File: config.mk
export PLATFORM = sky130hd
export DESIGN_NAME = pfp_rootdiv
export DESIGN_NICKNAME = d
export VERILOG_FILES = /design/src/design/pfp_pkg.sv /design/src/design/pfp_rootdiv.sv
export SDC_FILE = /design/constraint.sdc
export NUM_CORES = 1
export LEC_CHECK = 0
export ABC_AREA = 1
export BUFFER_PORTS_ARGS = -buffer_cell sky130_fd_sc_hd__buf_2
export CORE_MARGIN = 3
export CORE_UTILIZATION = 25
export DETAILED_ROUTE_END_ITERATION = 8
export GPL_ROUTABILITY_DRIVEN = 0
export HOLD_SLACK_MARGIN = 0.06
export SYNTH_ARGS = -nofsm -noshare
export SYNTH_HDL_FRONTEND = slang
export SYNTH_SLANG_ARGS = --single-unit
File: constraint.sdc
create_clock -name clk -period 8.3 [get_ports clk]
set_clock_uncertainty 0.15 [all_clocks]
set_input_delay 1.66 -clock clk [delete_from_list [all_inputs] [get_ports clk]]
set_output_delay 1.66 -clock clk [all_outputs]
set_load 0.01 [all_outputs]
File: src/design/pfp_pkg.sv
// Shared types and constants for the plane frame projection block.
`timescale 1ns / 1ps

package pfp_pkg;

    // Configuration register indexes
    localparam logic CFG_TOLERANCE = 1'b0;
    localparam logic CFG_THRESHOLD = 1'b1;

    localparam logic [30:0] ONE_Q30 = 31'h4000_0000;

    typedef struct packed {
        logic               kind;
        logic signed [31:0] first_x;
        logic signed [31:0] first_y;
        logic signed [31:0] first_z;
        logic signed [31:0] second_x;
        logic signed [31:0] second_y;
        logic signed [31:0] second_z;
        logic signed [31:0] third_x;
        logic signed [31:0] third_y;
        logic signed [31:0] third_z;
    } req_t;

    typedef struct packed {
        logic signed [31:0] coord_u;
        logic signed [31:0] coord_v;
        logic               on_plane;
        logic [30:0]        plane_strength;
        logic               degenerate;
    } rsp_t;

    typedef enum logic {
        RD_SQRT,
        RD_DIV
    } rd_op_t;

    typedef struct packed {
        logic   start;
        rd_op_t op;
    } rd_req_t;

endpackage

File: src/design/pfp_rootdiv.sv
// Bit-serial square root and divider, one result bit per cycle.
`timescale 1ns / 1ps

module pfp_rootdiv (
    input  logic             clk,
    input  logic             rst_n,
    input  pfp_pkg::rd_req_t ctrl,
    input  logic [63:0]      opa,
    input  logic [30:0]      divisor,
    output logic             done,
    output logic [31:0]      result
);
    import pfp_pkg::*;

    logic        busy_reg;
    rd_op_t      op_reg;
    logic [4:0]  cnt_reg;
    logic [63:0] x_reg;
    logic [63:0] res_reg;
    logic [31:0] rem_reg;
    logic [31:0] nlo_reg;
    logic [31:0] q_reg;
    logic [30:0] div_reg;
    logic        done_reg;

    logic [63:0] bitv;
    logic [31:0] remsh;
    logic [63:0] sub_a;
    logic [63:0] sub_b;
    logic [64:0] diff;
    logic        ge;

    always_comb
    begin
        bitv  = 64'd1 << {~cnt_reg, 1'b0};
        remsh = {rem_reg[30:0], nlo_reg[31]};
        if (op_reg == RD_SQRT)
        begin
            sub_a = x_reg;
            sub_b = res_reg | bitv;
        end
        else
        begin
            sub_a = 64'(remsh);
            sub_b = 64'(div_reg);
        end
        diff = {1'b0, sub_a} - {1'b0, sub_b};
        ge   = ~diff[64];
    end

    always_ff @(posedge clk or negedge rst_n)
    begin
        if (!rst_n)
        begin
            busy_reg <= 1'b0;
            op_reg   <= RD_SQRT;
            cnt_reg  <= '0;
            x_reg    <= '0;
            res_reg  <= '0;
            rem_reg  <= '0;
            nlo_reg  <= '0;
            q_reg    <= '0;
            div_reg  <= '0;
            done_reg <= 1'b0;
        end
        else
        begin
            done_reg <= 1'b0;
            if (ctrl.start)
            begin
                busy_reg <= 1'b1;
                op_reg   <= ctrl.op;
                cnt_reg  <= '0;
                x_reg    <= opa;
                res_reg  <= '0;
                rem_reg  <= 32'(opa[60:32]);
                nlo_reg  <= opa[31:0];
                q_reg    <= '0;
                div_reg  <= divisor;
            end
            else if (busy_reg)
            begin
                if (op_reg == RD_SQRT)
                begin
                    if (ge)
                    begin
                        x_reg   <= diff[63:0];
                        res_reg <= (res_reg >> 1) | bitv;
                    end
                    else
                    begin
                        res_reg <= res_reg >> 1;
                    end
                end
                else
                begin
                    rem_reg <= ge ? diff[31:0] : remsh;
                    nlo_reg <= {nlo_reg[30:0], 1'b0};
                    q_reg   <= {q_reg[30:0], ge};
                end
                cnt_reg <= cnt_reg + 5'd1;
                if (cnt_reg == 5'd31)
                begin
                    busy_reg <= 1'b0;
                    done_reg <= 1'b1;
                end
            end
        end
    end

    assign done   = done_reg;
    assign result = (op_reg == RD_SQRT) ? res_reg[31:0] : q_reg;

endmodule

==> results.yml <==
route:
  firstDrtPassIters: 6
  route.detailed.drc: 0
  wl_per_cell_um: 17.7
  wl_um: 75700
  vias: 20200
  drt_iter0_markers: 2161
  vias_per_cell: 4.71
  final_antenna_net_count: 0
grt:
  grt_pass1_vias: 18700
  grt_pass1_wl_um: 115000
  grt_use_total_pct: 18.2
  overflow: 0
  antenna_found_initial: 0
  grt_max_degree: 149
clock_network:
  cts_root_buffer: "clkbuf_16"
  cts_resized: 0
  h-tree-depth: 1
  cts.hold.buffers_added: 0
  post-cts-setup-buffers: 0
  clock_sinks: 261
  clkTransAtPathRegs_ps: 60
  cts_tree: "built"
  cts_buffer_depth: 3
  numCtsBuffers: 31
  clock_latency_ps: 610
logic_synthesis:
  synth_cell_types: 42
  yosys_warnings: 0
  yosysTopAreaCellShare_pct: 33.9
  syn_area_um2: 19300
  synth.area.top_cells: "dfrtp_1 34%, nand2_1 22%, inv_1 11%"
  synth_seq_cells: 261
  synth_top_cell_by_area: "dfrtp_1"
  avgSynthCellArea_um2: 6.09
  yosysSeqAreaShare_pct: 33.9
  syn-num-nets: 3336
  netlist_instances: 3166
timing:
  maxSlewViolCount: 0
  slew_headroom_pct: 20.6
  max_slew.worst_pin.slew_ps: 1190
  period_share_pct: 61.7
  fin_crit_ps: 5120
  setup_viol_count_final: 0
  hold_viol: 0
  rsz0062_at_grt: "no"
  fmax_mhz: 195
  tns_ps: 0
floorplan:
  die_y_um: 284
  core_area_um2: 76200
  dieArea_um2: 80500
  initial_core_util_pct: 25.3
  core.rowCount: 101
  pin_count: 132
  fp.dieW_um: 284
power_and_ir_drop:
  power_switching_share_pct: 51.0
  clkPwrFrac_pct: 19.9
  intPower_mw: 3.65
  p_sw_mw: 3.80
  p_leak_nw: 12.1
  p_total_mw: 7.44
  seq_power_share_pct: 22.9
  power.density_nw_per_um2: 338
  ir_worst_vdd_uv: 194
  pwr-share-comb_pct: 57.3
layout:
  largest_register_ffs: 64
  final_area_um2: 22000
  nNetsFinal: 3397
  nFillCells: 8519
  drive_gt1_share_pct: 7.44
  area_growth_syn_to_layout_pct: 14.0
worst_setup_path:
  start_kind: "flip-flop"
  cpMaxStageDelayCell: "dfrtp_1"
  path_buf_inv: 4
  crit_path_frequent_cell: "nand2_1"
  crit_chain: "inv_1, nor3_1, inv_1, a22oi_1, ha_1, inv_1, fa_1, nand2_1, nand2_1, nand3_1, nand2_1, nand2_1, nand2_1, nand2_1, nand2_2, nand2_4, nand2_2, buf_4, a21oi_1, o22ai_1"
  path_class: "reg2reg"
  max_stage_delay_ps: 650
  crit_family: "simple AND/OR/NAND/NOR gates"
  cp_data_required_time_ps: 8600
  end_kind: "flip-flop"
  cp_max_fo: 41
  cp_data_arrival_time_ps: 5420
outcome:
  status: "completed"
place:
  placed_area_um2: 20900
  dpl.hpwl_um: 58200
  io_buffers: 131
flow_run:
  cap_viol_max_count: 0
min_path:
  hp-class: "reg2reg"
[Yosys cell counts]
master and number:
nand2_2 7, nor4_1 3, buf_4 4, a21oi_4 1, nand2_4 1, nor2_1 337
buf_2 12, inv_1 556, clkbuf_1 85, inv_4 1, nor3_2 2, nand3_2 1
xor2_1 9, or2_2 10, a22oi_1 1, nor4_4 1, nand2_1 1123, fa_1 1
nand3b_1 5, dfrtp_1 261, o21bai_1 2, nor2_4 1, a21o_1 1, a21boi_0 2
clkinv_1 4, and2_1 3, nand3_1 141, ha_1 70, nand4_1 23, o21ai_1 6
buf_1 12, o21ai_2 9, xnor2_1 1, o22ai_1 66, nor2_2 1, buf_8 1
inv_2 9, a21oi_1 141, buf_6 3, o21ai_0 230, or2_0 1, nor3_1 18
[path summary, 6_finish.rpt]
check                                        start                      end  slack [ps]  cells after the start
setup / recovery            cnt_reg[4]$_DFFE_PN0P_   res_reg[8]$_DFFE_PN0P_        3180                     20
hold / removal             div_reg[19]$_DFFE_PN0P_  div_reg[19]$_DFFE_PN0P_         330                      2
setup reg to reg            cnt_reg[4]$_DFFE_PN0P_   res_reg[8]$_DFFE_PN0P_        3180                     20
hold reg to reg            div_reg[19]$_DFFE_PN0P_  div_reg[19]$_DFFE_PN0P_         330                      2
max in group asynchronous                    rst_n  nlo_reg[27]$_DFFE_PN0P_        5640                      2
min in group asynchronous                    rst_n     q_reg[8]$_DFFE_PN0P_         970                      1
[power by group through the flow]
stage | sequential, mW | clock, mW | combinational [mW]
2_1_floorplan | 1.66 | 0 | 2.94
3_3_place_gp | 1.71 | 0 | 4.13
3_5_place_dp | 1.71 | 0 | 4.14
4_1_cts | 1.70 | 1.50 | 4.17
5_1_grt | 1.73 | 1.55 | 4.75
6_report | 1.70 | 1.48 | 4.26
[metal layers]
| layer | routed length (um) | vias to the layer above | GRT usage, % |
|---|---|---|---|
| met4 | 3280 | 0 | 6.99 |
| met5 | 0 | - | 0 |
| met1 | 33500 | 9346 | 25.8 |
| li1 | - | 9865 | - |
| met2 | 32800 | 836 | 28.2 |
| met3 | 6010 | 137 | 2.20 |
[cell type report]
cell class                      instances  area (um^2)  share of cell area [%]
Sequential cell                       261         6540                    29.7
Antenna cell                            1         2.50                  0.0114
Tap cell                             1030         1290                    5.86
Multi-Input combinational cell       2218        10100                    46.0
Inverter                              570         2140                    9.75
Clock buffer                           48          920                    4.18
Timing Repair Buffer                  145          811                    3.69
Clock inverter                         10          174                   0.791
[cell usage in the layout (no fill, tap or decap), drive strengths merged]
cell type,netlist,routed
clkinvlp,0,2
nor2,339,339
a22oi,1,1
inv,566,567
nand3,142,142
buf,32,145
and2,3,3
bufinv,0,4
nor3,20,20
fa,1,1
xor2,9,9
a21o,1,1
nand4,23,23
a21boi,2,2
a21oi,142,142
ha,70,70
or2,11,11
clkinv,4,7
diode,0,1
nand2,1131,1131
dfrtp,261,261
nor4,4,4
clkbuf,85,48
nand3b,5,5
o21bai,2,2
o21ai,245,245
o22ai,66,66
xnor2,1,1
[stage by stage]
| stage | setup slack (ps) | instances | hold slack (ps) | util, % |
|---|---|---|---|---|
| 3_5_place_dp | 3340 | 4224 | 313 | 27.4 |
| 3_3_place_gp | 3310 | 4224 | 306 | 27.4 |
| 4_1_cts | 3320 | 4282 | 329 | 28.9 |
| 6_report | 3180 | 4283 | 328 | 28.9 |
| 5_1_grt | 2780 | 4282 | 333 | 28.9 |
| 2_1_floorplan | 4840 | 3166 | 287 | - |
[cell families after synthesis]
logic type | after synthesis | synth area share, %
simple gates | 1678 | 34.7
fa+ha+maj | 71 | 4.64
buf+inv | 687 | 13.7
flops | 261 | 33.9
xor+xnor | 10 | 0.454
compound gates | 459 | 12.7
[tightest hold or removal path: stages, from the launching register on]
cell     delay [ps]
dfrtp_1         340
nand2_1          60
nand2_1          50
Note: power is estimated with default switching activity, not from simulation.
